### config.mk
export PLATFORM = sky130hd
export DESIGN_NAME = dfc_hash
export DESIGN_NICKNAME = d
export VERILOG_FILES = /design/src/design/dfc_pkg.sv /design/src/design/dfc_hash.sv
export SDC_FILE = /design/constraint.sdc
export NUM_CORES = 1
export LEC_CHECK = 0
export ABC_AREA = 1
export BUFFER_PORTS_ARGS = -buffer_cell sky130_fd_sc_hd__buf_4
export CAP_MARGIN = 5
export CORE_ASPECT_RATIO = 1.4
export CORE_MARGIN = 5
export CORE_UTILIZATION = 41
export CTS_BUF_LIST = sky130_fd_sc_hd__clkbuf_8 sky130_fd_sc_hd__clkbuf_16
export CTS_CLUSTER_SIZE = 24
export DETAILED_ROUTE_END_ITERATION = 8
export GPL_TIMING_DRIVEN = 0
export PLACE_DENSITY = 0.79
export REMOVE_ABC_BUFFERS = 1
export SYNTH_ARGS = -nofsm -noshare
export SYNTH_HDL_FRONTEND = slang
export SYNTH_SLANG_ARGS = --single-unit
### constraint.sdc
create_clock -name clk -period 2.9 [get_ports clk]
set_clock_uncertainty 0.2 [all_clocks]
set_input_delay 0.145 -clock clk [delete_from_list [all_inputs] [get_ports clk]]
set_output_delay 0.145 -clock clk [all_outputs]
set_load 0.01 [all_outputs]
### src/design/dfc_pkg.sv
// dfc_pkg: shared types and constants for the distinct flow counter
// no dependencies; used by dfc_hash and distinct_flow_counter
`default_nettype none

package dfc_pkg;

    // defaults for the top-level parameters
    localparam int TABLE_SIZE_DEF = 4096;
    localparam int MAX_PROBES_DEF = 16;

    // header codes
    localparam logic [15:0] IPV4_TYPE = 16'h0800;
    localparam logic [7:0]  PROTO_TCP = 8'd6;
    localparam logic [7:0]  PROTO_UDP = 8'd17;

    // hash: seed, and multiply by 31 as (h << 5) - h
    localparam int          HASH_W     = 64;
    localparam logic [63:0] HASH_SEED  = 64'd17;
    localparam int          HASH_SHIFT = 5;

    // flow key and count
    localparam int          KEY_W     = 96;
    localparam int          COUNT_W   = 13;
    localparam logic [12:0] COUNT_MAX = 13'h1FFF;

    // one packet's parsed header fields
    typedef struct packed {
        logic [15:0] ether_type;
        logic [7:0]  ip_protocol;
        logic [31:0] src_addr;
        logic [31:0] dst_addr;
        logic [15:0] sport;
        logic [15:0] dport;
    } pkt_t;

    // one lookup result
    typedef struct packed {
        logic [12:0] distinct_count;
        logic        counted_packet;
        logic        new_flow;
        logic        table_overflow;
    } res_t;

    // status from the hash unit to the sequencer
    typedef struct packed {
        logic busy;
        logic done;
    } hash_stat_t;

endpackage

`default_nettype wire

### src/design/dfc_hash.sv
// dfc_hash: iterative flow hash on one shared adder, bytewise start-slot reduction
// depends on dfc_pkg
`default_nettype none

module dfc_hash #(
    parameter int TABLE_SIZE = dfc_pkg::TABLE_SIZE_DEF
) (
    input  wire logic                          clk,
    input  wire logic                          rst_n,
    input  wire logic                          start,
    input  wire logic [31:0]                   src_addr,
    input  wire logic [31:0]                   dst_addr,
    input  wire logic [15:0]                   sport,
    input  wire logic [15:0]                   dport,
    output      dfc_pkg::hash_stat_t           stat,
    output      logic [$clog2(TABLE_SIZE)-1:0] index
);

    localparam int IDX_W   = $clog2(TABLE_SIZE);
    localparam bit IS_POW2 = ((1 << IDX_W) == TABLE_SIZE);
    localparam logic [IDX_W:0] TSIZE = (IDX_W+1)'(TABLE_SIZE);
    // remainder step works on the running remainder with one hash byte below it
    localparam int X_W = IDX_W + 8;
    localparam logic [X_W-1:0] TSIZE_X = X_W'(TABLE_SIZE);
    localparam logic [8:0]     RECIP   = 9'((longint'(1) << X_W) / longint'(TABLE_SIZE));

    typedef enum logic [2:0] {
        S_IDLE,
        S_MIX,
        S_RQUO,
        S_RSUB,
        S_DONE
    } state_t;

    state_t                     state_reg, state_next;
    logic [dfc_pkg::HASH_W-1:0] acc_reg, acc_next;
    logic [1:0]                 step_reg, step_next;
    logic [2:0]                 byte_reg, byte_next;
    logic [IDX_W-1:0]           rem_reg, rem_next;
    logic [7:0]                 quo_reg, quo_next;

    logic [dfc_pkg::HASH_W-1:0] mix_in;
    logic [dfc_pkg::HASH_W-1:0] mix_sum;
    logic [X_W-1:0]             red_x;
    logic [X_W+7:0]             recip_prod;
    logic [X_W-1:0]             quo_mul;
    logic [X_W-1:0]             red_diff;
    logic [X_W-1:0]             red_sub;

    // operand for the current mixing step
    always_comb
    begin
        case (step_reg)
            2'd0:    mix_in = {32'd0, src_addr};
            2'd1:    mix_in = {32'd0, dst_addr};
            2'd2:    mix_in = {48'd0, sport};
            default: mix_in = {48'd0, dport};
        endcase
    end

    // shared unit: h*31 + x, modulo 2^64
    assign mix_sum = (acc_reg << dfc_pkg::HASH_SHIFT) - acc_reg + mix_in;

    // remainder step: estimate the quotient by reciprocal, then one correction
    assign red_x      = {rem_reg, acc_reg[dfc_pkg::HASH_W-1 -: 8]};
    assign recip_prod = (X_W+8)'(red_x) * (X_W+8)'(RECIP);
    assign quo_mul    = X_W'(quo_reg) * TSIZE_X;
    assign red_diff   = red_x - quo_mul;
    assign red_sub    = red_diff - TSIZE_X;

    // sequencer
    always_comb
    begin
        state_next = state_reg;
        acc_next   = acc_reg;
        step_next  = step_reg;
        byte_next  = byte_reg;
        rem_next   = rem_reg;
        quo_next   = quo_reg;
        unique case (state_reg)
            S_IDLE:
            begin
                if (start)
                begin
                    acc_next   = dfc_pkg::HASH_SEED;
                    step_next  = '0;
                    state_next = S_MIX;
                end
            end
            S_MIX:
            begin
                acc_next  = mix_sum;
                step_next = step_reg + 2'd1;
                if (step_reg == 2'd3)
                begin
                    byte_next = '0;
                    rem_next  = '0;
                    if (IS_POW2)
                    begin
                        state_next = S_DONE;
                    end
                    else
                    begin
                        state_next = S_RQUO;
                    end
                end
            end
            S_RQUO:
            begin
                quo_next   = 8'(recip_prod >> X_W);
                state_next = S_RSUB;
            end
            S_RSUB:
            begin
                acc_next  = acc_reg << 8;
                byte_next = byte_reg + 3'd1;
                if (red_diff >= TSIZE_X)
                begin
                    rem_next = red_sub[IDX_W-1:0];
                end
                else
                begin
                    rem_next = red_diff[IDX_W-1:0];
                end
                if (byte_reg == 3'd7)
                begin
                    state_next = S_DONE;
                end
                else
                begin
                    state_next = S_RQUO;
                end
            end
            S_DONE:
            begin
                state_next = S_IDLE;
            end
            default:
            begin
                state_next = S_IDLE;
            end
        endcase
    end

    always_ff @(posedge clk or negedge rst_n)
    begin
        if (!rst_n)
        begin
            state_reg <= S_IDLE;
            acc_reg   <= '0;
            step_reg  <= '0;
            byte_reg  <= '0;
            rem_reg   <= '0;
            quo_reg   <= '0;
        end
        else
        begin
            state_reg <= state_next;
            acc_reg   <= acc_next;
            step_reg  <= step_next;
            byte_reg  <= byte_next;
            rem_reg   <= rem_next;
            quo_reg   <= quo_next;
        end
    end

    // status and start slot
    assign stat.busy = (state_reg != S_IDLE);
    assign stat.done = (state_reg == S_DONE);
    assign index     = IS_POW2 ? acc_reg[IDX_W-1:0] : rem_reg;

    // a start is only issued while the unit is idle
    a_start_idle: assert property (@(posedge clk) disable iff (!rst_n)
        start |-> (state_reg == S_IDLE))
        else $error("hash start while busy");

    // done lasts one cycle
    a_done_pulse: assert property (@(posedge clk) disable iff (!rst_n)
        stat.done |=> !stat.done)
        else $error("hash done held");

    // reduction always leaves a slot inside the table
    a_index_range: assert property (@(posedge clk) disable iff (!rst_n)
        stat.done |-> ({1'b0, index} < TSIZE))
        else $error("hash index out of range");

endmodule

`default_nettype wire

==> results.cfg <==
[placed_design]
port_buffers = 64
last_weighted_congestion_value_of_the_routability_driven_placer = 0.920
place_inst = 415
placed_area_sq_mm = 0.00255
dp_hpwl_mm = 4.91

[sta]
drv_slew = 0
setup_slack_ps = -124
setup_viol_count_final = 6
layout_worst_path_cycle_share_pct = 104
post_layout_min_period_ps = 3020
achievable-frequency_mhz = 331
slew_headroom_pct = 72.2
grt_setup_unrepaired = yes
worst_margin_pin_slew_ps = 416
hold_viol_final = 0

[floorplanning]
placeableCoreArea_sq_mm = 0.00484
chipHeight_microns = 93.4
floorplan.die_area_sq_mm = 0.00650
floorplan.io_pins = 113
die_width_microns = 69.6
rows = 30
initial_utilization_pct = 42.1

[grt]
number_of_global_route_vias_before_repair = 2371
grt_max_degree = 21
grt_antenna_before_repair = 0
groute.usage.overall_pct = 20.8
globalRouteOverflowTotal = 0
grt_first_pass_wirelength_mm = 10.8

[logic_synthesis]
synth_top_area_share_pct = 24.6
synth_largest_area_cell = sky130_fd_sc_hd__dfrtp_1
ys_seq_area_share_pct = 24.6
edff_count_synth = 0
yosys_warnings = 0
synth.ff_latch_count = 20
netlist_top_cells_area = sky130_fd_sc_hd__dfrtp_1 (25%), sky130_fd_sc_hd__nand2_1 (18%), sky130_fd_sc_hd__ha_1 (13%)
netlist-cell-type-count = 28
postSynthCellCount = 293
mappedNetlistArea_sq_mm = 0.00204
synthArstFlopShare_pct = 100
synth_top_flop_cell = sky130_fd_sc_hd__dfrtp_1
mean_cell_area_of_the_mapped_netlist_sq_um = 6.95

[clock_tree]
clock_tree.buffer_depth = 2
clock_tree_from_tritoncts = done
htreeDepth = 1
clk_pin_slew_worst_paths_ps = 80
cts_root_buffer = sky130_fd_sc_hd__clkbuf_8
clock_latency_ps = 270
tritoncts.num_buffers = 3
number_of_clock_sinks = 20

[finish]
fillerInstances = 386
multi_input_area_sq_mm = 0.00166
flip_flop_count_of_the_largest_register_after_layout = 12
growth_of_design_area_from_synthesis_to_finish_pct = 57.6
nNetsFinal = 506
register_area_sq_um = 503
fin_cells = 442
layout.cell_area.non_filler_sq_mm = 0.00321
final_layout_size_suffix_gt1_share_pct = 42.9
n_antenna_cell = 0

[setup_path]
path_class = flop to flop
critPathLaunchType = flop
path_max_fanout = 5
crit_path_end_kind = flop
cp_data_arrival_time_ps = 2980
worstPathRequired_ps = 2850

[outcome]
status = finished, violations left
violations = negative setup slack

[routing]
postRouteAntennaNets = 0
total_via_count_in_the_routed_design = 2393
drt-vias-per-instance = 5.41
post-route-drc-count = 0
routedWlPerCell_microns = 16.8
dr.pass1.iters = 4
drt-total-wl_mm = 7.42
drt-initial-drc-count = 150

[hold_path]
hold_class = input port to asynchronous set/reset pin

[run]
max_cap_viols = 0
==> cell families after synthesis <==
family                   share of synthesized area, %
AO/OA/AOI/OAI                                    15.5
XOR/XNOR                                        0.860
adder cells (fa/ha/maj)                          19.8
buffers and inverters                            10.1
flip-flops                                       24.6
AND/OR/NAND/NOR                                  29.1
==> metal layers <==
| layer | vias to the layer above | wire length, microns | track usage (%) |
|---|---|---|---|
| li1 | 1133 | - | - |
| met1 | 1123 | 2650 | 22.3 |
| met2 | 102 | 4010 | 37.0 |
| met3 | 35 | 395 | 3.44 |
| met4 | 0 | 364 | 14.2 |
| met5 | - | 0 | 0 |
==> cell usage in the layout (no fill, tap or decap), types with 2 or more instances in the layout <==
| cell | synthesis | layout |
|---|---|---|
| sky130_fd_sc_hd__o22ai_1 | 10 | 4 |
| sky130_fd_sc_hd__a21oi_1 | 13 | 8 |
| sky130_fd_sc_hd__buf_12 | 1 | 3 |
| sky130_fd_sc_hd__nand3_1 | 16 | 11 |
| sky130_fd_sc_hd__o21ai_0 | 8 | 7 |
| sky130_fd_sc_hd__a31oi_2 | 0 | 2 |
| sky130_fd_sc_hd__ha_1 | 21 | 8 |
| sky130_fd_sc_hd__dlygate4sd3_1 | 0 | 2 |
| sky130_fd_sc_hd__buf_4 | 0 | 74 |
| sky130_fd_sc_hd__o21ai_1 | 2 | 3 |
| sky130_fd_sc_hd__nor2_2 | 2 | 7 |
| sky130_fd_sc_hd__fa_1 | 7 | 6 |
| sky130_fd_sc_hd__nand2_4 | 1 | 4 |
| sky130_fd_sc_hd__inv_1 | 36 | 28 |
| sky130_fd_sc_hd__inv_4 | 0 | 2 |
| sky130_fd_sc_hd__buf_6 | 1 | 7 |
| sky130_fd_sc_hd__nand3b_1 | 2 | 2 |
| sky130_fd_sc_hd__clkbuf_8 | 0 | 3 |
| sky130_fd_sc_hd__dfrtp_2 | 0 | 2 |
| sky130_fd_sc_hd__a211oi_1 | 2 | 2 |
| sky130_fd_sc_hd__nor2_1 | 23 | 17 |
| sky130_fd_sc_hd__xnor2_1 | 2 | 2 |
| sky130_fd_sc_hd__dfrtp_1 | 20 | 18 |
| sky130_fd_sc_hd__nand3_2 | 0 | 4 |
| sky130_fd_sc_hd__ha_2 | 0 | 2 |
| sky130_fd_sc_hd__o21bai_1 | 2 | 2 |
| sky130_fd_sc_hd__inv_2 | 4 | 10 |
| sky130_fd_sc_hd__nand2_1 | 97 | 84 |
| sky130_fd_sc_hd__o22ai_2 | 0 | 5 |
| sky130_fd_sc_hd__a22o_1 | 8 | 8 |
| sky130_fd_sc_hd__nand2_2 | 3 | 13 |
| sky130_fd_sc_hd__inv_8 | 0 | 2 |
| sky130_fd_sc_hd__a21oi_2 | 0 | 4 |
| sky130_fd_sc_hd__a31oi_1 | 5 | 3 |
| sky130_fd_sc_hd__ha_4 | 0 | 11 |
==> metrics by stage <==
| step | utilization [%] | setup TNS (ps) | hold slack [ps] | setup slack [ps] |
|---|---|---|---|---|
| 2_1_floorplan | - | 0 | -351 | 105 |
| 3_3_place_gp | 52.7 | -1860 | -158 | -335 |
| 3_5_place_dp | 52.7 | -2140 | -157 | -374 |
| 4_1_cts | 58.8 | -1.38 | 85.4 | -1.38 |
| 5_1_grt | 66.3 | -1100 | 104 | -222 |
| 6_report | 66.3 | -359 | 81.3 | -124 |
==> synthesized netlist by cell type, types with 2 or more instances <==
master and instances:
sky130_fd_sc_hd__fa_1 7, sky130_fd_sc_hd__o21ai_0 8, sky130_fd_sc_hd__nor2_1 23, sky130_fd_sc_hd__xnor2_1 2
sky130_fd_sc_hd__nand2_1 97, sky130_fd_sc_hd__inv_2 4, sky130_fd_sc_hd__clkbuf_1 3, sky130_fd_sc_hd__o21ai_1 2
sky130_fd_sc_hd__inv_1 36, sky130_fd_sc_hd__ha_1 21, sky130_fd_sc_hd__o21bai_1 2, sky130_fd_sc_hd__a22o_1 8
sky130_fd_sc_hd__a21oi_1 13, sky130_fd_sc_hd__nor2_2 2, sky130_fd_sc_hd__nand3_1 16, sky130_fd_sc_hd__dfrtp_1 20
sky130_fd_sc_hd__o22ai_1 10, sky130_fd_sc_hd__nand3b_1 2, sky130_fd_sc_hd__a31oi_1 5, sky130_fd_sc_hd__a211oi_1 2
sky130_fd_sc_hd__nand2_2 3
==> cell type report <==
type | instances | share of cell area, %
clock buffer | 3 | 1.29
clock inverter | 1 | 0.935
inverter | 41 | 5.34
multi-input combinational | 226 | 51.8
sequential | 20 | 15.7
tap | 64 | 2.49
timing repair buffer | 86 | 22.3
timing repair inverter | 1 | 0.195
==> path summary, 6_finish.rpt <==
check	start	end	slack [ps]	cells past startpoint
setup reg to reg	step_reg[0]	acc_reg[7]	-120	15
max in group asynchronous	rst_n	step_reg[1]	2190	2
min in group clk	dport[0]	acc_reg[0]	230	4
hold / removal	rst_n	acc_reg[4]	80	2
hold reg to reg	byte_reg[0]	byte_reg[0]	290	1
setup / recovery	step_reg[0]	acc_reg[7]	-120	15
==> critical path: stages, from the launching register on <==
cell and delay [ps]:
sky130_fd_sc_hd__dfrtp_2 440, sky130_fd_sc_hd__buf_6 130, sky130_fd_sc_hd__ha_4 170, sky130_fd_sc_hd__buf_6 130
sky130_fd_sc_hd__a22o_1 220, sky130_fd_sc_hd__o22ai_2 160, sky130_fd_sc_hd__ha_2 210, sky130_fd_sc_hd__inv_2 50
sky130_fd_sc_hd__ha_4 170, sky130_fd_sc_hd__fa_2 420, sky130_fd_sc_hd__nand3_2 110, sky130_fd_sc_hd__nand3_4 100
sky130_fd_sc_hd__nand2_2 100, sky130_fd_sc_hd__nand2_2 70, sky130_fd_sc_hd__xnor2_1 150, sky130_fd_sc_hd__o21ai_1 100
==> what timing repair did <==
action,4_1_cts,5_1_grt
buffers inserted,7,13
setup endpoints to repair,9,8
pin swaps,8,37
gates cloned,1,0
hold endpoints to repair,21,0
gates resized for setup,32,62
hold buffers,2,0
Power is left out: the tool's default activity adds up to more than one toggle a clock period on the data nets, which glitch-free logic cannot reach.
