**src/design/dfc_ram.sv**
```systemverilog
// dfc_ram: generic simple dual-port ram, one write and one registered read
// no dependencies
`default_nettype none

module dfc_ram #(
    parameter int WIDTH = 8,
    parameter int DEPTH = 16
) (
    input  wire logic                     clk,
    input  wire logic                     we,
    input  wire logic [$clog2(DEPTH)-1:0] waddr,
    input  wire logic [WIDTH-1:0]         wdata,
    input  wire logic                     re,
    input  wire logic [$clog2(DEPTH)-1:0] raddr,
    output      logic [WIDTH-1:0]         rdata
);

    logic [WIDTH-1:0] mem [DEPTH];

    // write port
    always_ff @(posedge clk)
    begin
        if (we)
        begin
            mem[waddr] <= wdata;
        end
    end

    // registered read port
    always_ff @(posedge clk)
    begin
        if (re)
        begin
            rdata <= mem[raddr];
        end
    end

endmodule

`default_nettype wire

```
**config.mk**
```make
export PLATFORM = sky130hd
export DESIGN_NAME = dfc_ram
export DESIGN_NICKNAME = d
export VERILOG_FILES = /design/src/design/dfc_ram.sv
export SDC_FILE = /design/constraint.sdc
export NUM_CORES = 1
export LEC_CHECK = 0
export ABC_AREA = 1
export BUFFER_PORTS_ARGS = -buffer_cell sky130_fd_sc_hd__buf_2
export CORE_ASPECT_RATIO = 0.8
export CORE_MARGIN = 2
export CORE_UTILIZATION = 65
export CTS_CLUSTER_DIAMETER = 120
export DETAILED_ROUTE_END_ITERATION = 10
export PLACE_DENSITY = 0.84
export RECOVER_POWER = 50
export SYNTH_ARGS = -nofsm -noshare
export SYNTH_HDL_FRONTEND = slang
export SYNTH_SLANG_ARGS = --single-unit
```
**constraint.sdc**
```tcl
create_clock -name clk -period 2.11 [get_ports clk]
set_clock_uncertainty 0.2 [all_clocks]
set_input_delay 0 -clock clk [delete_from_list [all_inputs] [get_ports clk]]
set_output_delay 0 -clock clk [all_outputs]
set_load 0.01 [all_outputs]
```
==> Implementation_results.wiki, run 1 <==
{| class="wikitable"
! Metric !! Value
|-
| Warning count from the yosys run || 0
|-
| Min-delay worst type || primary input to register
|-
| Via count of the first global-routing pass || 3981
|-
| # H-tree levels || 4
|-
| Mapped Nets || 570
|-
| Number of cell instances on the worst register-to-register path || 7
|-
| Post-CTS Setup Bufs || 0
|-
| First-pass GRT wire length || 21.2 mm
|-
| Minimum setup slack in the final design || 0.0474 ns
|-
| Die Span Y || 88.8 um
|-
| Average wire length per cell after detail routing || 19.4 um
|-
| Overall fraction of global-route tracks in use || 0.315
|-
| Clock-pin slew on the worst setup and hold paths || 0.06 ns
|-
| Synthesis-to-layout area growth || 16.8%
|-
| Number of core rows || 30
|-
| Post-detailed-route count of antenna-violating nets || 0
|-
| Start point of the worst hold path || raddr[0]
|-
| Diode count || 0
|-
| Routed wire length || 14.0 mm
|-
| Number of buffers created by CTS || 17
|-
| Clk sinks || 136
|-
| Gate count of the mapped netlist || 551
|-
| Overall via count from detail_route || 4142
|-
| Fraction of layout cells with a size suffix above 1 || 0.0966
|-
| Reg2reg end || rdata[3]
|-
| Width of the die || 110 um
|-
| Number of distinct standard cells referenced by the synthesized netlist || 11
|-
| Initial antenna violation count || 0
|-
| P per Cell Area || 963 nW/um^2
|-
| Least-Margin Pin Slew || 0.943 ns
|-
| Classification of the worst setup path || primary input to register
|-
| Max Buffers Root-to-Sink || 2
|-
| Final weighted congestion of routability-driven global placement || 0.842
|-
| Rel. slew slack || 0.371
|-
| Pin count of the biggest net entering global routing || 65
|-
| Average cell area after synthesis || 10.6 sq um
|-
| Worst hold path stage count || 7
|-
| Power Total || 0.00657 W
|-
| Leading area contributor after synthesis || sky130_fd_sc_hd__edfxtp_1
|-
| Worst-case vdd ir drop || 0.679 mV
|-
| Origin of the critical flop-to-flop path || mem[12][3]
|-
| Maximum clock frequency || 485 MHz
|-
| Final number of max-transition violations || 0
|-
| Post-route DRC violation count || 0
|-
| RSZ-0062 raised after global routing || yes
|-
| Post-DR vias/cell || 5.73
|-
| CP arrival || 2.12 ns
|-
| Clock Latency Late Sink || 0.53 ns
|-
| Core area || 8600 sq um
|-
| Estimated wirelength of the detail-placed design || 7.70 mm
|-
| Startpoint kind of the worst setup timing path || primary input
|-
| # fillers || 504
|-
| Effective utilization at floorplan || 0.680
|-
| Clock root buffer master || sky130_fd_sc_hd__clkbuf_8
|-
| Total gr overflow || 0
|-
| Final worst path period need || 2.06 ns
|-
| Number of placed I/O pins || 27
|-
| Count of TritonRoute iterations in the first routing pass || 7
|-
| Data required time of the critical path || 2.16 ns
|-
| Count of state elements after synthesis || 136
|-
| Final worst path period share || 0.978
|-
| Element type at the critical path end || register
|-
| Highest fanout seen on the critical path || 5
|-
| Max-cap violation count || 0
|-
| Leakage || 2.92 nW
|-
| Worst slack after detailed placement || 0.497 ns
|-
| Die area || 9770 sq um
|-
| Final hold viol count || 0
|-
| Largest cells by area after synthesis || sky130_fd_sc_hd__edfxtp_1 (70%), sky130_fd_sc_hd__nand2_1 (11%), sky130_fd_sc_hd__nand3_1 (8.3%), sky130_fd_sc_hd__inv_1 (6.4%), sky130_fd_sc_hd__buf_6 (1.2%)
|-
| Nets || 617
|-
| Internal reg-to-reg setup slack || 0.23 ns
|-
| Worst min-delay path endpoint || rdata[3]
|-
| CTS tree || yes
|-
| Number of violations reported at the end of detailed-routing iteration 0 || 647
|-
| Synth top area share || 0.698
|-
| # setup viols final || 0
|-
| Buffers on Ports || 26
|-
| Share of the yosys chip area belonging to registers || 0.698
|-
| Post-synthesis instance area || 5850 sq um
|-
| Result of the run || finished, final reports clean
|}
==> logic make-up after synthesis <==
group | share of synthesized area
DFF | 0.698
and+or+nand+nor | 0.208
buffers and inverters | 0.0939
==> metrics by stage <==
step / cells / cell area [sq um] / TNS [ns] / util / hold slack, ns
2_1_floorplan: 551 / 5850 / 0 / - / -0.101
3_3_place_gp: 672 / 6030 / 0 / 0.701 / 0.166
3_5_place_dp: 672 / 6030 / 0 / 0.701 / 0.168
4_1_cts: 723 / 6830 / 0 / 0.795 / 0.0815
5_1_grt: 723 / 6830 / -0.274 / 0.794 / 0.129
6_report: 723 / 6830 / 0 / 0.794 / 0.0745
==> how the worst max path moves through the flow <==
stage | slack, ns | to | start | cells after the start
2_1_floorplan | 0.96 | mem[10][0] | waddr[2] | 2
3_3_place_gp | 0.57 | mem[5][0] | waddr[3] | 3
3_5_place_dp | 0.50 | mem[5][0] | waddr[3] | 3
4_1_cts | 0.07 | mem[13][6] | waddr[1] | 6
5_1_grt | -0.02 | mem[3][0] | waddr[2] | 6
6_report | 0.05 | mem[1][2] | waddr[1] | 7
==> placed cells by master (no fill, tap or decap), types with 4 or more instances in the layout <==
cell / instances
sky130_fd_sc_hd__buf_2: 17
sky130_fd_sc_hd__buf_4: 5
sky130_fd_sc_hd__bufinv_16: 4
sky130_fd_sc_hd__clkbuf_1: 10
sky130_fd_sc_hd__clkbuf_16: 16
sky130_fd_sc_hd__clkinv_4: 4
sky130_fd_sc_hd__dlygate4sd3_1: 19
sky130_fd_sc_hd__edfxtp_1: 136
sky130_fd_sc_hd__inv_1: 100
sky130_fd_sc_hd__nand2_1: 173
sky130_fd_sc_hd__nand3_1: 97
sky130_fd_sc_hd__nor2_1: 15
==> what timing repair did <==
item                                   CTS  global route
gates resized for setup                  0             2
setup endpoints to repair                0            32
endpoints found under the hold margin  272             0
hold buffers                            19             0
==> critical path: stages <==
cell	delay, ns
sky130_fd_sc_hd__dlygate4sd3_1	0.54
sky130_fd_sc_hd__buf_2	0.15
sky130_fd_sc_hd__inv_1	0.07
sky130_fd_sc_hd__nand2_1	0.08
sky130_fd_sc_hd__dlygate4sd3_1	0.66
sky130_fd_sc_hd__nor2_1	0.39
sky130_fd_sc_hd__buf_4	0.22
==> synthesized netlist by cell type <==
cell type                  number
sky130_fd_sc_hd__inv_1        100
sky130_fd_sc_hd__nand3_1       97
sky130_fd_sc_hd__nand2_1      173
sky130_fd_sc_hd__buf_2         13
sky130_fd_sc_hd__buf_4          4
sky130_fd_sc_hd__buf_6          6
sky130_fd_sc_hd__edfxtp_1     136
sky130_fd_sc_hd__nor2_1        17
sky130_fd_sc_hd__nand3b_1       2
sky130_fd_sc_hd__buf_1          1
sky130_fd_sc_hd__inv_2          2
==> registers in the layout (all words and copies together), names as in the netlist <==
signal,count
mem,128
rdata,8
==> where the power goes <==
| part | switching [W] | internal, W | leakage [nW] | total, W |
|---|---|---|---|---|
| Clock | 0.00118 | 0.00193 | 0.296 | 0.00311 |
| Sequential | 0.0000175 | 0.00305 | 1.24 | 0.00306 |
| Combinational | 0.000284 | 0.000121 | 1.39 | 0.000405 |
==> layer usage <==
layer,vias up,wire length [um],GRT usage
met3,49,1690,0.110
li1,1873,-,-
met5,-,0,0
met1,1944,5300,0.415
met2,276,6560,0.484
met4,0,458,0.131
==> final cells by class <==
class                      instances  area (sq um)  share of cell area
clock buffer                      18           418              0.0612
sequential                       136          4080               0.598
multi-input combinational        289          1220               0.178
tap                              112           140              0.0205
timing repair buffer              52           387              0.0566
inverter                         102           383              0.0561
clock inverter                    14           198              0.0290
Power figures use the tool's default switching activity.
==> run 2, diff against run 1 <==
==> constraint.sdc (replaced) <==
create_clock -name clk -period 2.11 [get_ports clk]
set_clock_uncertainty 0.2 [all_clocks]
set_input_delay 0.211 -clock clk [delete_from_list [all_inputs] [get_ports clk]]
set_output_delay 0.211 -clock clk [all_outputs]
set_load 0.01 [all_outputs]
==> run 2 against run 1 <==
Net effect: die area unchanged; wire length is 2.9% higher; critical path depth decreased by 6; combinational power down 1%; global-route usage grew 0.68 points; clock power down 4%; critical endpoint is now rdata[1]; sequential share of layout area is 0.39 points higher; total power shrank 1.8%; maximum frequency is 36% higher; core utilization fell by 0.51 points.
==> Implementation_results.wiki, run 2 (synthesized netlist as in run 1, its figures left out) <==
{| class="wikitable"
! Metric !! Value
|-
| Result of the run || finished, final reports clean
|-
| Origin of the critical flop-to-flop path || mem[14][1]
|-
| Core area || 8600 sq um (unchanged)
|-
| Effective utilization at floorplan || 0.680 (unchanged)
|-
| CP arrival || 1.11 ns (-1.01 ns)
|-
| Start point of the worst hold path || raddr[2]
|-
| Estimated wirelength of the detail-placed design || 8.30 mm (+7.8%)
|-
| Final worst path period share || 0.721 (-0.257)
|-
| Overall fraction of global-route tracks in use || 0.322 (+0.00678)
|-
| Internal power consumption || 0.00506 W (-0.69%)
|-
| Total gr overflow || 0 (unchanged)
|-
| Registers with the highest flip-flop counts || mem x128, rdata x8
|-
| Area post-placement || 6150 sq um (+2.1%)
|-
| Die area || 9770 sq um (unchanged)
|-
| Max Buffers Root-to-Sink || 2 (unchanged)
|-
| Rel. slew slack || 0.497 (+0.126)
|-
| Post-CTS Setup Bufs || 0 (unchanged)
|-
| Final worst path period need || 1.52 ns (-0.541 ns)
|-
| Clk sinks || 136 (unchanged)
|-
| First-pass GRT wire length || 21.9 mm (+3.0%)
|-
| Diode count || 0 (unchanged)
|-
| Average wire length per cell after detail routing || 19.8 um (+2.2%)
|-
| Sequential Power Share || 0.475 (+0.009)
|-
| Number of placed I/O pins || 27 (unchanged)
|-
| Overall via count from detail_route || 4252 (+2.7%)
|-
| Number of buffers created by CTS || 17 (unchanged)
|-
| Highest fanout seen on the critical path || 1 (-4)
|-
| Worst-case vdd ir drop || 0.750 mV (+10%)
|-
| Internal reg-to-reg setup slack || 0.65 ns (+0.42 ns)
|-
| Pin count of the biggest net entering global routing || 65 (unchanged)
|-
| CTS tree || yes
|-
| Element type at the critical path end || output port
|-
| Switching Fraction || 0.216 (-0.00885)
|-
| Count of TritonRoute iterations in the first routing pass || 8 (+1)
|-
| Maximum clock frequency || 657 MHz (+36%)
|-
| Via count of the first global-routing pass || 4128 (+3.7%)
|-
| Max-cap violation count || 0 (unchanged)
|-
| CP Buf/Inv Count || 1 (-4)
|-
| Post-detailed-route count of antenna-violating nets || 0 (unchanged)
|-
| Clock-pin slew on the worst setup and hold paths || 0.06 ns (about the same)
|-
| # H-tree levels || 4 (unchanged)
|-
| Routed wire length || 14.4 mm (+2.9%)
|-
| Final hold viol count || 0 (unchanged)
|-
| Post-route DRC violation count || 0 (unchanged)
|-
| # fillers || 489 (-3.0%)
|-
| Width of the die || 110 um (unchanged)
|-
| Startpoint kind of the worst setup timing path || register
|-
| Clock network fraction of design power || 0.463 (-0.009)
|-
| Initial antenna violation count || 0 (unchanged)
|-
| Ordered cell list for the critical path || buf_2
|-
| Logic pwr share || 0.062 (about the same)
|-
| Register bank with the most flops || mem
|-
| Leakage || 2.90 nW (-0.56%)
|-
| Post-DR vias/cell || 5.84 (+2.0%)
|-
| Classification of the worst setup path || register to output port
|-
| Most common library cell in the layout ignoring fill and taps || sky130_fd_sc_hd__nand2_1
|-
| Buffers on Ports || 26 (unchanged)
|-
| Switching Power || 0.00139 W (-5.7%)
|-
| Nets || 623 (+0.97%)
|-
| Slowest cell delay on critical path || 0.42 ns (-0.24 ns)
|-
| Least-Margin Pin Slew || 0.755 ns (-0.189 ns)
|-
| Final number of max-transition violations || 0 (unchanged)
|-
| Clock root buffer master || sky130_fd_sc_hd__clkbuf_8
|-
| # setup viols final || 0 (unchanged)
|-
| Fraction of layout cells with a size suffix above 1 || 0.0942 (-0.00241)
|-
| Number of cell instances on the worst register-to-register path || 6 (-1)
|-
| Setup Total Neg Slack || 0 ns (unchanged)
|-
| Worst min-delay path endpoint || rdata[5]
|-
| Number of core rows || 30 (unchanged)
|-
| Kind of cell with the highest combined delay on the critical path || flip-flops
|-
| Number of violations reported at the end of detailed-routing iteration 0 || 717 (+11%)
|-
| Reg2reg end || rdata[1]
|-
| Data required time of the critical path || 1.70 ns (-0.46 ns)
|-
| Leading cell types in the layout, fill and taps excluded || sky130_fd_sc_hd__nand2_1 (173), sky130_fd_sc_hd__edfxtp_1 (136), sky130_fd_sc_hd__inv_1 (100)
|-
| Final weighted congestion of routability-driven global placement || 0.878 (+4.3%)
|-
| Max FFs per register || 128 (unchanged)
|-
| Worst hold path stage count || 4 (-3)
|-
| RSZ-0062 raised after global routing || no
|-
| Synthesis-to-layout area growth || 16.0%
|-
| P per Cell Area || 951 nW/um^2 (-1.2%)
|-
| Clock Latency Late Sink || 0.53 ns (about the same)
|-
| Min-delay worst type || primary input to register
|-
| Final design area excluding fillers || 6780 sq um (-0.64%)
|-
| Slowest stage cell, crit path || sky130_fd_sc_hd__edfxtp_1
|-
| Die Span Y || 88.8 um (unchanged)
|}
-- run 2: cell types whose count changed in the layout (fill, tap and decap cells not counted), sizes merged --
cell	before	now
inv	104	102
buf	24	27
clkinv	6	7
clkbuf	27	38
clkinvlp	2	3
dlygate4sd3	19	10
-- run 2: area by class of cell --
type | count | area [sq um] | area share
well taps | 112 | 140 | 0.0207
repair buffers | 58 | 367 | 0.0540
flip-flops and latches | 136 | 4080 | 0.602
clock inverters | 14 | 183 | 0.0269
multi-input cells | 289 | 1210 | 0.179
inverters | 102 | 383 | 0.0564
clock buffers | 17 | 414 | 0.0610
-- run 2: what timing repair did --
action | in CTS | in global routing
gates resized for setup | 0 | 0
hold buffers | 10 | 0
hold endpoints to repair | 143 | 0
-- run 2: how the worst max path moves through the flow --
stage                   from         end  slack (ns)  depth (start not counted)
floorplan           waddr[2]  mem[10][0]        0.75                          2
global placement    raddr[1]    rdata[7]        0.40                          7
detailed placement  raddr[1]    rdata[7]        0.38                          7
CTS                 rdata[1]    rdata[1]        0.58                          1
global route        rdata[1]    rdata[1]        0.55                          1
finish              rdata[1]    rdata[1]        0.59                          1
-- run 2: power by group through the flow --
stage	Clock, W	Combinational [W]	Sequential [W]
floorplan	0	0.000213	0.00312
global placement	0	0.000355	0.00312
detailed placement	0	0.000372	0.00312
CTS	0.00298	0.000396	0.00306
global route	0.00311	0.000430	0.00307
finish	0.00299	0.000400	0.00306
-- run 2: through the flow --
stage | util | setup slack (ns) | cells | power (W) | hold slack, ns
global placement | 0.716 | 0.400 | 687 | 0.00347 | 0.377
global route | 0.789 | 0.551 | 728 | 0.00661 | 0.0800
CTS | 0.797 | 0.584 | 728 | 0.00644 | 0.0554
detailed placement | 0.716 | 0.376 | 687 | 0.00349 | 0.379
finish | 0.789 | 0.589 | 728 | 0.00645 | 0.114
floorplan | - | 0.748 | 551 | 0.00333 | 0.110
-- run 2: layer usage --
layer  GRT usage  routed length, um  up-vias
met3      0.0935               2040       53
li1            -                  -     1886
met2       0.480               6580      357
met4       0.135                471        0
met1       0.451               5330     1956
met5           0                  0        -
==> run 3, diff against run 2 <==
CORE_UTILIZATION = 55   (was 65)
PLACE_DENSITY = 0.75   (was 0.84)
clock period = 1.27 ns   (was 2.11 ns; I/O delays follow)
==> run 3 against run 2 <==
Net effect: the run now ends with setup timing left; count of clock-buffer cells in the layout is 3 higher; setup slack worse by 0.68 ns; total power is 64% higher; via count is 3.7% lower; core utilization is 9.4 points lower; largest cell class unchanged.
==> Implementation_results.wiki, run 3 (synthesized netlist as in run 1, its figures left out) <==
{| class="wikitable"
! Metric !! Value
|-
| Worst-case vdd ir drop || 1.32 mV (+77%)
|-
| Post-CTS Setup Bufs || 0 (unchanged)
|-
| Least-Margin Pin Slew || 0.589 ns (-0.166 ns)
|-
| Die area || 11500 sq um (+17%)
|-
| CP Buf/Inv Count || 1 (unchanged)
|-
| CP arrival || 1.04 ns (-0.07 ns)
|-
| Kind of cell with the highest combined delay on the critical path || flip-flops
|-
| Final hold viol count || 0 (unchanged)
|-
| # fillers || 761 (+56%)
|-
| Pin count of the biggest net entering global routing || 39 (-40%)
|-
| Rel. slew slack || 0.607 (+0.111)
|-
| Synthesis-to-layout area growth || 22.2%
|-
| RSZ-0062 raised after global routing || yes
|-
| Core area || 10300 sq um (+20%)
|-
| First-pass GRT wire length || 20.9 mm (-4.2%)
|-
| Violated checks || setup timing
|-
| Number of buffers created by CTS || 17 (unchanged)
|-
| Most common library cell in the layout ignoring fill and taps || sky130_fd_sc_hd__nand2_1
|-
| Overall fraction of global-route tracks in use || 0.254 (-0.0673)
|-
| Min-delay worst type || primary input to register
|-
| Final number of max-transition violations || 0 (unchanged)
|-
| Minimum setup slack in the final design || -0.0954 ns (-0.684 ns)
|-
| Total gr overflow || 0 (unchanged)
|-
| Initial antenna violation count || 1 (+1)
|-
| Post-DR vias/cell || 5.29 (-9.5%)
|-
| Maximum clock frequency || 732 MHz
|-
| Data required time of the critical path || 0.94 ns (-0.76 ns)
|-
| Count of TritonRoute iterations in the first routing pass || 5 (-3)
|-
| Effective utilization at floorplan || 0.569 (-0.112)
|-
| Leakage || 3.09 nW (+6.6%)
|-
| Final worst path period need || 1.37 ns
|-
| # H-tree levels || 4 (unchanged)
|-
| Fraction of layout cells with a size suffix above 1 || 0.192 (+0.0983)
|-
| Estimated wirelength of the detail-placed design || 8.56 mm (+3.2%)
|-
| Clock root buffer master || sky130_fd_sc_hd__clkbuf_16
|-
| Average wire length per cell after detail routing || 17.3 um (-13%)
|-
| Post-route DRC violation count || 0 (unchanged)
|-
| Final weighted congestion of routability-driven global placement || 0.877 (about the same)
|-
| Nets || 640 (+2.7%)
|-
| Clock Latency Late Sink || 0.42 ns (-0.11 ns)
|-
| Clock-pin slew on the worst setup and hold paths || 0.06 ns (about the same)
|-
| Element type at the critical path end || output port
|-
| P per Cell Area || 1480 nW/um^2 (+56%)
|-
| Number of placed cells counting well taps || 731 (+6.4%)
|-
| Max-cap violation count || 0 (unchanged)
|-
| Highest fanout seen on the critical path || 2 (+1)
|-
| CTS tree || yes
|-
| Width of the die || 119 um (+8.4%)
|-
| Registers with the highest flip-flop counts || mem x128, rdata x8
|-
| Number of placed I/O pins || 27 (unchanged)
|-
| Max Buffers Root-to-Sink || 2 (unchanged)
|-
| Buffers on Ports || 26 (unchanged)
|-
| Final worst path period share || 1.08
|-
| Overall via count from detail_route || 4096 (-3.7%)
|-
| Number of standard cells in the layout, taps in and fillers out || 775 (+6.5%)
|-
| Utilization of the core after routing || 0.695 (-0.0944)
|-
| Die Span Y || 96.2 um (+8.3%)
|-
| Classification of the worst setup path || register to output port
|-
| Slowest stage cell, crit path || sky130_fd_sc_hd__edfxtp_1
|-
| Register bank with the most flops || mem
|-
| Area post-placement || 6330 sq um (+2.9%)
|-
| Ordered cell list for the critical path || buf_2
|-
| # setup viols final || 6 (+6)
|-
| Result of the run || finished, violations left
|-
| Routed wire length || 13.4 mm (-7.1%)
|-
| Slowest cell delay on critical path || 0.45 ns (+0.03 ns)
|-
| Startpoint kind of the worst setup timing path || register
|-
| Number of core rows || 33 (+10%)
|-
| Number of violations reported at the end of detailed-routing iteration 0 || 471 (-34%)
|-
| Clk sinks || 136 (unchanged)
|-
| Final design area excluding fillers || 7140 sq um (+5.3%)
|-
| Via count of the first global-routing pass || 4009 (-2.9%)
|-
| Leading cell types in the layout, fill and taps excluded || sky130_fd_sc_hd__nand2_1 (166), sky130_fd_sc_hd__edfxtp_1 (136), sky130_fd_sc_hd__inv_1 (98)
|-
| Max FFs per register || 128 (unchanged)
|-
| Post-detailed-route count of antenna-violating nets || 0 (unchanged)
|}
==> run 3: layout make-up <==
cell class              count  area [sq um]  share of cell area
diodes                      1          2.50            0.000350
clock buffers              20           437              0.0611
clock inverters            12           133              0.0186
inverters                 102           383              0.0536
multi-input cells         289          1400               0.195
flip-flops and latches    136          4080               0.572
well taps                 140           175              0.0245
repair buffers             75           533              0.0746
==> run 3: repair_timing <==
action                                  CTS  global route
pin swaps                                 2            31
hold buffers                             11             0
gates resized for setup                   6            37
gates cloned                              0             0
hold endpoints to repair                140             0
endpoints found under the setup margin    8            15
==> run 3: routing by layer <==
layer	vias to the layer above	GRT usage	wire length, um
met2	173	0.390	6190
li1	1925	-	-
met1	1971	0.340	5850
met3	27	0.0699	1060
met5	-	0	0
met4	0	0.124	304
==> run 3: stage by stage <==
stage / setup TNS, ns / hold slack, ns / setup WS (ns) / total power (W)
finish: -0.306 / 0.117 / -0.0954 / 0.0106
global route: -0.855 / 0.112 / -0.120 / 0.0109
CTS: -0.346 / 0.0820 / -0.100 / 0.0106
detailed placement: -4.62 / 0.321 / -0.208 / 0.00583
global placement: -2.92 / 0.313 / -0.186 / 0.00581
floorplan: -0.502 / 0.0259 / -0.00784 / 0.00554
==> run 3: report_power, final <==
part	leakage, nW	internal [W]	switching [W]
Sequential	1.24	0.00506	0.0000334
Clock	0.286	0.00304	0.00172
Combinational	1.57	0.000257	0.000471
==> run 3: final timing paths <==
check / startpoint / endpoint / slack, ns / cells past startpoint
worst max register to register: mem[8][5] / rdata[5] / 0 / 6
worst min register to register: mem[5][1] / rdata[1] / 0.56 / 6
worst max-delay path: rdata[4] / rdata[4] / -0.1 / 1
worst min-delay path: raddr[2] / rdata[1] / 0.12 / 5
